## config.mk

```make
export PLATFORM = sky130hd
export DESIGN_NAME = seed_key_access_lockout
export DESIGN_NICKNAME = d
export VERILOG_FILES = /design/src/ska_pkg.sv /design/src/seed_key_access_lockout.sv
export SDC_FILE = /design/constraint.sdc
export NUM_CORES = 1
export LEC_CHECK = 0
export CAP_MARGIN = 10
export CORE_MARGIN = 3
export CORE_UTILIZATION = 45
export CTS_BUF_LIST = sky130_fd_sc_hd__clkbuf_16
export DETAILED_ROUTE_END_ITERATION = 6
export DONT_BUFFER_PORTS = 1
export PLACE_DENSITY_LB_ADDON = 0.2
export SYNTH_ARGS = -nofsm -noshare
export SYNTH_HDL_FRONTEND = slang
export SYNTH_SLANG_ARGS = --single-unit
```

## constraint.sdc

```tcl
create_clock -name clk -period 11.3 [get_ports clk]
set_input_delay 0 -clock clk [delete_from_list [all_inputs] [get_ports clk]]
set_output_delay 0 -clock clk [all_outputs]
set_load 0.01 [all_outputs]
```

## src/ska_pkg.sv

```systemverilog
`timescale 1ns / 1ps
`default_nettype none
// ----------------------------------------------------------------------------
// ska_pkg
// Shared types and codes for the seed/key access judge and its checker.
// ----------------------------------------------------------------------------
package ska_pkg;

    localparam int unsigned MAX_LEVEL = 8;

    localparam int unsigned IN_DATA_W  = 80;
    localparam int unsigned OUT_DATA_W = 72;
    localparam int unsigned CFG_IDX_W  = 3;
    localparam int unsigned CFG_DATA_W = 64;

    localparam logic [7:0]  ATTEMPTS_DEFAULT = 8'd3;
    localparam logic [31:0] DELAY_DEFAULT    = 32'd10000000;
    localparam logic [31:0] DELAY_HALF_RANGE = 32'h8000_0000;
    localparam logic [7:0]  COUNT_SAT        = 8'hFF;
    localparam logic [8:0]  HEADER_LEN       = 9'd2;

    // Configuration register indexes
    typedef enum logic [CFG_IDX_W-1:0] {
        REG_LEVEL_ENABLE  = 3'd0,
        REG_SEED_LENGTHS  = 3'd1,
        REG_KEY_LENGTHS   = 3'd2,
        REG_MAX_ATTEMPTS  = 3'd3,
        REG_LOCKOUT_DELAY = 3'd4
    } cfg_reg_t;

    // Response codes
    typedef enum logic [3:0] {
        RC_POSITIVE    = 4'd0,
        RC_TOO_LONG    = 4'd1,
        RC_CONDITIONS  = 4'd2,
        RC_SEQUENCE    = 4'd3,
        RC_LENGTH      = 4'd4,
        RC_INVALID_KEY = 4'd5,
        RC_EXCEEDED    = 4'd6,
        RC_DELAY       = 4'd7,
        RC_UNSUPPORTED = 4'd8,
        RC_PASSTHROUGH = 4'd9
    } resp_code_t;

    // Seed actions
    typedef enum logic [1:0] {
        SEED_NONE      = 2'd0,
        SEED_ZERO      = 2'd1,
        SEED_GENERATED = 2'd2
    } seed_action_t;

    // Request item as packed in s_tdata (last member in the lowest bits)
    typedef struct packed {
        logic [1:0]  pad;
        logic        key_valid;
        logic [7:0]  generated_seed_length;
        logic        seed_generated_ok;
        logic [3:0]  current_level;
        logic [11:0] response_capacity;
        logic [11:0] request_length;
        logic [31:0] now_time;
        logic        suppress_response;
        logic [6:0]  sub_function;
    } in_item_t;

    // Result item as packed in m_tdata (last member in the lowest bits)
    typedef struct packed {
        logic [4:0]   pad;
        logic [31:0]  lockout_remaining;
        logic         lockout_active;
        logic [7:0]   attempt_count;
        logic [3:0]   granted_level;
        seed_action_t seed_action;
        logic [6:0]   echo_sub;
        logic [8:0]   response_length;
        resp_code_t   response_code;
    } out_item_t;

endpackage

`default_nettype wire

```

## src/seed_key_access_lockout.sv

```systemverilog
`timescale 1ns / 1ps
`default_nettype none
// ----------------------------------------------------------------------------
// seed_key_access_lockout
// Judges security-access seed requests and keys, tracks the pending seed,
// the failed-attempt count and a wrap-safe lockout deadline.
// ----------------------------------------------------------------------------
//  Channel   Dir  Signals                          Content
//  request   in   s_tvalid/s_tready/s_tdata/s_tuser one request item per transfer
//  result    out  m_tvalid/m_tready/m_tdata        one result item per request
//  config    in   cfg_write/cfg_index/cfg_data     register write, no read-back
//
//  A request enters the input register, is judged combinationally against
//  the session state and lands in the result register; one request per
//  cycle is sustained while m_tready is high. The result register is the
//  only stall point; while it holds an untaken result the input register
//  still fills. Reset clears state and loads the register defaults (3
//  attempts, 10000000 time units of lockout).
// ----------------------------------------------------------------------------
module seed_key_access_lockout
    import ska_pkg::*;
(
    input  wire logic                  clk,
    input  wire logic                  rst_n,
    // s_tdata, low bit up: sub_function, suppress_response, now_time,
    // request_length, response_capacity, current_level, seed_generated_ok,
    // generated_seed_length, key_valid, zero pad
    input  wire logic                  s_tvalid,
    output logic                       s_tready,
    input  wire logic [IN_DATA_W-1:0]  s_tdata,
    // s_tuser: is_request_phase
    input  wire logic                  s_tuser,
    // m_tdata, low bit up: response_code, response_length, echo_sub,
    // seed_action, granted_level, attempt_count, lockout_active,
    // lockout_remaining, zero pad
    output logic                       m_tvalid,
    input  wire logic                  m_tready,
    output logic [OUT_DATA_W-1:0]      m_tdata,
    input  wire logic                  cfg_write,
    input  wire logic [CFG_IDX_W-1:0]  cfg_index,
    input  wire logic [CFG_DATA_W-1:0] cfg_data
);

    // Configuration registers
    logic [7:0]  level_enable_reg;
    logic [63:0] seed_lengths_reg;
    logic [63:0] key_lengths_reg;
    logic [7:0]  max_attempts_reg;
    logic [31:0] lockout_delay_reg;

    // Session state
    logic [7:0]  fail_count_reg,    fail_count_next;
    logic        waiting_reg,       waiting_next;
    logic [31:0] deadline_reg,      deadline_next;
    logic [3:0]  pend_level_reg,    pend_level_next;
    logic [7:0]  pend_seed_len_reg, pend_seed_len_next;

    // Pipeline registers
    logic        in_valid_reg;
    in_item_t    in_item_reg;
    logic        in_phase_reg;
    logic        out_valid_reg;
    out_item_t   out_item_reg, out_item_next;

    logic        advance;

    // Judge signals
    logic [31:0] now_minus_deadline;
    logic        deadline_reached;
    logic        locked;
    logic [5:0]  sub_plus;
    logic [3:0]  level;
    logic [2:0]  level_idx;
    logic        level_ok;
    logic [7:0]  seed_bytes;
    logic [7:0]  key_len;
    logic [12:0] seed_need;
    logic [8:0]  key_need;
    logic [7:0]  attempt_limit;
    logic [31:0] delay_eff;
    logic [7:0]  fail_base;
    logic [7:0]  fail_inc;
    logic        lock_start;
    resp_code_t  code;
    logic [8:0]  rlen;
    seed_action_t action;
    logic [3:0]  granted;
    logic [31:0] remaining;

    // Handshake: move the input item forward when the result slot frees up
    assign advance  = in_valid_reg && (!out_valid_reg || m_tready);
    assign s_tready = !in_valid_reg || advance;
    assign m_tvalid = out_valid_reg;
    assign m_tdata  = out_item_reg;

    // Write configuration registers
    always_ff @(posedge clk or negedge rst_n)
    begin
        if (!rst_n)
        begin
            level_enable_reg  <= '0;
            seed_lengths_reg  <= '0;
            key_lengths_reg   <= '0;
            max_attempts_reg  <= ATTEMPTS_DEFAULT;
            lockout_delay_reg <= DELAY_DEFAULT;
        end
        else if (cfg_write)
        begin
            unique case (cfg_index)
                REG_LEVEL_ENABLE:  level_enable_reg  <= cfg_data[7:0];
                REG_SEED_LENGTHS:  seed_lengths_reg  <= cfg_data;
                REG_KEY_LENGTHS:   key_lengths_reg   <= cfg_data;
                REG_MAX_ATTEMPTS:  max_attempts_reg  <= cfg_data[7:0];
                REG_LOCKOUT_DELAY: lockout_delay_reg <= cfg_data[31:0];
                default:           ;
            endcase
        end
    end

    // Capture a request transfer
    always_ff @(posedge clk or negedge rst_n)
    begin
        if (!rst_n)
        begin
            in_valid_reg <= 1'b0;
        end
        else if (s_tready)
        begin
            in_valid_reg <= s_tvalid;
        end
    end

    always_ff @(posedge clk)
    begin
        if (s_tready && s_tvalid)
        begin
            in_item_reg  <= in_item_t'(s_tdata);
            in_phase_reg <= s_tuser;
        end
    end

    // Lockout deadline compare, safe across wrap
    assign now_minus_deadline = in_item_reg.now_time - deadline_reg;
    assign deadline_reached   = !now_minus_deadline[31];
    assign locked             = waiting_reg && !deadline_reached;

    // Decode level from sub-function: 2L-1 and 2L both name level L
    assign sub_plus  = {1'b0, in_item_reg.sub_function[4:0]} + 6'd1;
    assign level     = sub_plus[4:1];
    assign level_idx = 3'(level - 4'd1);
    assign level_ok  = (in_item_reg.sub_function != 7'd0)
                    && ({25'd0, in_item_reg.sub_function} <= 32'(2 * MAX_LEVEL))
                    && level_enable_reg[level_idx];

    assign seed_bytes = seed_lengths_reg[{level_idx, 3'b000} +: 8];
    assign key_len    = key_lengths_reg[{level_idx, 3'b000} +: 8];
    assign seed_need  = 13'(seed_bytes) + 13'(HEADER_LEN);
    assign key_need   = 9'(key_len) + HEADER_LEN;

    // Zero limits fall back to the defaults
    assign attempt_limit = (max_attempts_reg == 8'd0) ? ATTEMPTS_DEFAULT : max_attempts_reg;
    assign delay_eff     = (lockout_delay_reg == 32'd0) ? DELAY_DEFAULT : lockout_delay_reg;

    // An expired wait clears the count before the request is judged
    assign fail_base = waiting_reg ? 8'd0 : fail_count_reg;
    assign fail_inc  = (fail_base == COUNT_SAT) ? fail_base : fail_base + 8'd1;

    // Judge the request and derive the next session state
    always_comb
    begin
        code               = RC_PASSTHROUGH;
        rlen               = 9'd0;
        action             = SEED_NONE;
        granted            = 4'd0;
        lock_start         = 1'b0;
        fail_count_next    = fail_count_reg;
        waiting_next       = waiting_reg;
        deadline_next      = deadline_reg;
        pend_level_next    = pend_level_reg;
        pend_seed_len_next = pend_seed_len_reg;
        if (in_phase_reg)
        begin
            code = RC_POSITIVE;
            if (locked)
            begin
                code = RC_DELAY;
            end
            else
            begin
                if (waiting_reg)
                begin
                    waiting_next    = 1'b0;
                    fail_count_next = 8'd0;
                end
                priority if (!level_ok)
                begin
                    code = RC_UNSUPPORTED;
                end
                else if (in_item_reg.sub_function[0])
                begin
                    // Seed request
                    priority if ({1'b0, in_item_reg.response_capacity} < seed_need)
                    begin
                        code = RC_TOO_LONG;
                    end
                    else if (in_item_reg.suppress_response)
                    begin
                        pend_level_next    = 4'd0;
                        pend_seed_len_next = 8'd0;
                        rlen               = HEADER_LEN;
                    end
                    else if (in_item_reg.current_level == level)
                    begin
                        pend_level_next    = 4'd0;
                        pend_seed_len_next = 8'd0;
                        rlen               = seed_need[8:0];
                        action             = SEED_ZERO;
                    end
                    else if (!in_item_reg.seed_generated_ok)
                    begin
                        code = RC_CONDITIONS;
                    end
                    else if (in_item_reg.generated_seed_length != seed_bytes)
                    begin
                        pend_level_next    = 4'd0;
                        pend_seed_len_next = 8'd0;
                        code               = RC_CONDITIONS;
                    end
                    else
                    begin
                        pend_level_next    = level;
                        pend_seed_len_next = seed_bytes;
                        rlen               = seed_need[8:0];
                        action             = SEED_GENERATED;
                    end
                end
                else
                begin
                    // Key
                    priority if (pend_level_reg != level)
                    begin
                        code = RC_SEQUENCE;
                    end
                    else if (in_item_reg.request_length != 12'(key_need))
                    begin
                        code = RC_LENGTH;
                    end
                    else if (in_item_reg.response_capacity < 12'(HEADER_LEN))
                    begin
                        code = RC_TOO_LONG;
                    end
                    else if (!in_item_reg.key_valid)
                    begin
                        pend_level_next    = 4'd0;
                        pend_seed_len_next = 8'd0;
                        fail_count_next    = fail_inc;
                        if (fail_inc >= attempt_limit)
                        begin
                            waiting_next  = 1'b1;
                            deadline_next = in_item_reg.now_time + delay_eff;
                            lock_start    = 1'b1;
                            code          = RC_EXCEEDED;
                        end
                        else
                        begin
                            code = RC_INVALID_KEY;
                        end
                    end
                    else
                    begin
                        pend_level_next    = 4'd0;
                        pend_seed_len_next = 8'd0;
                        fail_count_next    = 8'd0;
                        granted            = level;
                        rlen               = HEADER_LEN;
                    end
                end
            end
        end
    end

    // Time left in lockout; a fresh wait still runs while delay fits half the range
    always_comb
    begin
        if (lock_start)
        begin
            remaining = (delay_eff <= DELAY_HALF_RANGE) ? delay_eff : 32'd0;
        end
        else if (locked)
        begin
            remaining = deadline_reg - in_item_reg.now_time;
        end
        else
        begin
            remaining = 32'd0;
        end
    end

    // Assemble the result item
    always_comb
    begin
        out_item_next                   = '0;
        out_item_next.response_code     = code;
        out_item_next.response_length   = rlen;
        out_item_next.echo_sub          = in_item_reg.sub_function;
        out_item_next.seed_action       = action;
        out_item_next.granted_level     = granted;
        out_item_next.attempt_count     = fail_count_next;
        out_item_next.lockout_active    = waiting_next;
        out_item_next.lockout_remaining = remaining;
    end

    // Advance session state with each judged request
    always_ff @(posedge clk or negedge rst_n)
    begin
        if (!rst_n)
        begin
            fail_count_reg    <= '0;
            waiting_reg       <= 1'b0;
            deadline_reg      <= '0;
            pend_level_reg    <= '0;
            pend_seed_len_reg <= '0;
        end
        else if (advance)
        begin
            fail_count_reg    <= fail_count_next;
            waiting_reg       <= waiting_next;
            deadline_reg      <= deadline_next;
            pend_level_reg    <= pend_level_next;
            pend_seed_len_reg <= pend_seed_len_next;
        end
    end

    // Hold the result until the transfer on the result side
    always_ff @(posedge clk or negedge rst_n)
    begin
        if (!rst_n)
        begin
            out_valid_reg <= 1'b0;
        end
        else if (advance)
        begin
            out_valid_reg <= 1'b1;
        end
        else if (m_tready)
        begin
            out_valid_reg <= 1'b0;
        end
    end

    always_ff @(posedge clk)
    begin
        if (advance)
        begin
            out_item_reg <= out_item_next;
        end
    end

endmodule

`default_nettype wire

```

==> summary.md <==
| Metric | Value |
|---|---|
| Seq/Total Area, Yosys | `0.504` |
| Synth-to-Final Area Change | `17.3%` |
| DR iter-0 viols | `1034` |
| CP max FO | `38` |
| Synth cell types | `80` |
| Root Driver | `clkbuf_16` |
| Post-CTS setup buffer count | `0` |
| Pin count of the biggest net entering global routing | `224` |
| DIE AREA | `between 40000 and 50000 µm²` |
| Max_cap viols | `0` |
| Post-DP HPWL | `between 30 and 40 mm` |
| Port bufs | `0` |
| Global-route wire length before repair | `77.9 mm` |
| CP arrival | `between 7 and 8 ns` |
| DRC violations left | `0` |
| Cells resized by post-CTS repair | `0` |
| Nature of the critical path endpoint | `flip-flop` |
| Placer Congestion | `~0.9` |
| WL final | `just over 50 mm` |
| Post-CTS Hold Buffers | `about 160` |
| Post-route minimum period | `7.06 ns` |
| Period utilization | `0.625` |
| Clock transition at the registers of the reported paths | `~0.070 ns` |
| Worst vdd ir | `0.113 mV` |
| DR vias | `~13000` |
| HP Class | `input pin to flip-flop` |
| Drt wl/cell | `approximately 22 µm` |
| All-Layer GR Usage | `0.215` |
| Most frequent cells in the layout | `dfrtp_1 (213), mux2_2 (182), dlygate4sd3_1 (158)` |
| Status | `finished, final reports clean` |
| Crit Path Class | `flip-flop to flip-flop` |
| EDFF count, synth | `about 150` |
| R2r setup slk | `4.24 ns` |
| Leak pwr | `9.65 nW` |
| CTS Buffer Depth | `3` |
| Clock sinks | `about 370` |
| CTS buffer count | `slightly above 40` |
| Worst Path Required | `between 10 and 15 ns` |
| Post-synth top flop | `dfrtp_1` |
| CP Launch Type | `flip-flop` |
| Post-synth ARST share | `0.604` |
| Fraction of layout cells with a size suffix above 1 | `0.185` |
| Standard-cell rows | `76` |
| Fin. Hold Viols | `0` |
| DRT Pass-1 Iters | `6` |
| Via density | `5.60` |
| TritonCTS clock tree | `done` |
| Core area | `roughly 43000 µm²` |
| Gr ovfl total | `0` |
| Most common cell after layout, fill and taps aside | `dfrtp_1` |
| Die X | `about 220 µm` |
| Synth Area per Inst | `12.5 µm²` |
| Pwr dens | `around 170 nW/µm²` |
| Clk Latency, worst-skew pair | `between 0.5 and 0.6 ns` |
| F_max | `142 MHz` |
| Unrepaired setup endpoints after global routing | `no` |
| ANT nets after route | `0` |
| Worst path max stage delay | `roughly 1.0 ns` |
| Total power | `about 4.0 mW` |
| Worst Tran Pin Value | `between 1 and 1.5 ns` |
| Final setup vio count | `0` |
| Max reg flops | `78` |
| Final Max Slew Viols | `0` |
| Top Ports | `between 200 and 250` |
| Worst slew margin | `0.0972` |
| DIE HEIGHT | `about 220 µm` |
| Yosys warning count | `0` |
| Setup_tns | `0 ns` |
| H-tree depth | `2` |
| Starting Density | `0.458` |
| Synth Register Bits | `369` |
| Synth Instances | `between 1500 and 2000` |
| Number of global-route vias before repair | `about 13000` |
| Worst clock skew | `0.0257 ns` |
| CP Cell Sequence | `inv_1 -> ha_2 -> buf_4 -> inv_2 -> ha_1 -> xor3_2 -> mux2_2 -> ha_1 -> inv_1 -> nor4b_1 -> nor4_2 -> nor3b_1 -> a211oi_1 -> nor4_2 -> nand3_1 -> nor2_4 -> buf_4 -> mux2_2` |
| CP max-delay cell | `nor4_2` |
| Nets | `2000` |
| Initial antenna violation count | `12` |
| Syn Std Cell Area | `between 15000 and 20000 µm²` |
-- stage by stage --
stage	cell area [µm²]	cells	hold slack (ns)	setup slack, ns	utilization
2_1_floorplan	19800	1593	-0.296	5.84	-
3_3_place_gp	20300	2113	-0.273	4.43	0.469
3_5_place_dp	20300	2113	-0.272	4.28	0.469
4_1_cts	23200	2348	0.00148	4.28	0.537
5_1_grt	23200	2350	0.0282	3.78	0.537
6_report	23200	2354	0.0389	4.24	0.537
-- layer usage --
layer | track usage | routed length, µm | vias up
li1 | - | - | 6128
met1 | 0.287 | 22400 | 6562
met2 | 0.351 | 23800 | 352
met3 | 0.0467 | 2930 | 114
met4 | 0.0734 | 1520 | 16
met5 | 0 | 86 | -
-- cell families after synthesis --
family / share of synthesized area
buffers and inverters: 0.0389
XOR/XNOR: 0.0419
multiplexers: 0.167
flip-flops: 0.504
AND/OR/NAND/NOR: 0.0775
AO/OA/AOI/OAI: 0.0966
other: 0.000189
adder cells (fa/ha/maj): 0.0746
-- worst max-delay path, delay by kind of cell, from the launching register on --
kind	cells	cell delay, ns
and+or+nand+nor	6	2.14
muxes	2	0.74
adders and majority gates	3	0.85
DFF	1	0.56
AOI/OAI and AO/OA	1	0.09
xor gates and xnor gates	1	0.88
buffers and inverters	5	1.55
-- cell usage after synthesis (5+ instances only) --
cell / count / area share
xor2_1: 38 / 0.017
o21a_1: 6 / 0.0023
buf_6: 8 / 0.0045
o21ai_0: 40 / 0.010
xnor2_1: 54 / 0.024
mux2_2: 182 / 0.10
nor2_1: 71 / 0.013
and3_1: 11 / 0.0035
a21o_1: 32 / 0.012
a32o_1: 5 / 0.0025
nor4_1: 15 / 0.0047
a211oi_1: 10 / 0.0038
mux4_2: 32 / 0.036
dfstp_2: 10 / 0.013
edfxtp_1: 146 / 0.22
or2_2: 10 / 0.0032
mux2i_1: 39 / 0.020
and2_1: 6 / 0.0019
dfrtp_1: 213 / 0.27
clkbuf_1: 55 / 0.010
a22o_1: 38 / 0.017
mux2_1: 9 / 0.0051
a21oi_1: 65 / 0.016
o31ai_1: 7 / 0.0027
nand3_1: 20 / 0.0051
buf_4: 9 / 0.0034
nand2_1: 53 / 0.010
inv_1: 102 / 0.019
ha_1: 115 / 0.073
a31oi_1: 8 / 0.0025
nand4_1: 23 / 0.0073
o21bai_1: 11 / 0.0042
o211ai_1: 5 / 0.0019
o2bb2ai_1: 5 / 0.0022
nor2b_1: 17 / 0.0054
nand2b_1: 12 / 0.0038
nor3_1: 23 / 0.0058
-- path summary, 6_finish.rpt --
kind	to	start	cells after the start
setup / recovery	deadline_reg[0]	in_item_reg[0]	18
hold / removal	lockout_delay_reg[13]	cfg_index[1]	3
setup reg to reg	deadline_reg[0]	in_item_reg[0]	18
hold reg to reg	key_lengths_reg[59]	key_lengths_reg[59]	1
max in group asynchronous	seed_lengths_reg[62]	rst_n	2
min in group asynchronous	pend_level_reg[2]	rst_n	2
-- layout make-up --
type                    count  area [µm²]
fillers                  3709       20000
flip-flops and latches    369        9980
multi-input cells        1045        9110
repair buffers            170        1690
clock buffers              43        1080
well taps                 585         732
inverters                 103         387
clock inverters            33         249
diodes                      6        15.0
-- report_power, final --
part           switching [mW]  internal [mW]
registers               0.128           1.58
logic                   0.479          0.454
clock network           0.557          0.760
No activity file was read; power rests on OpenSTA's default activity.
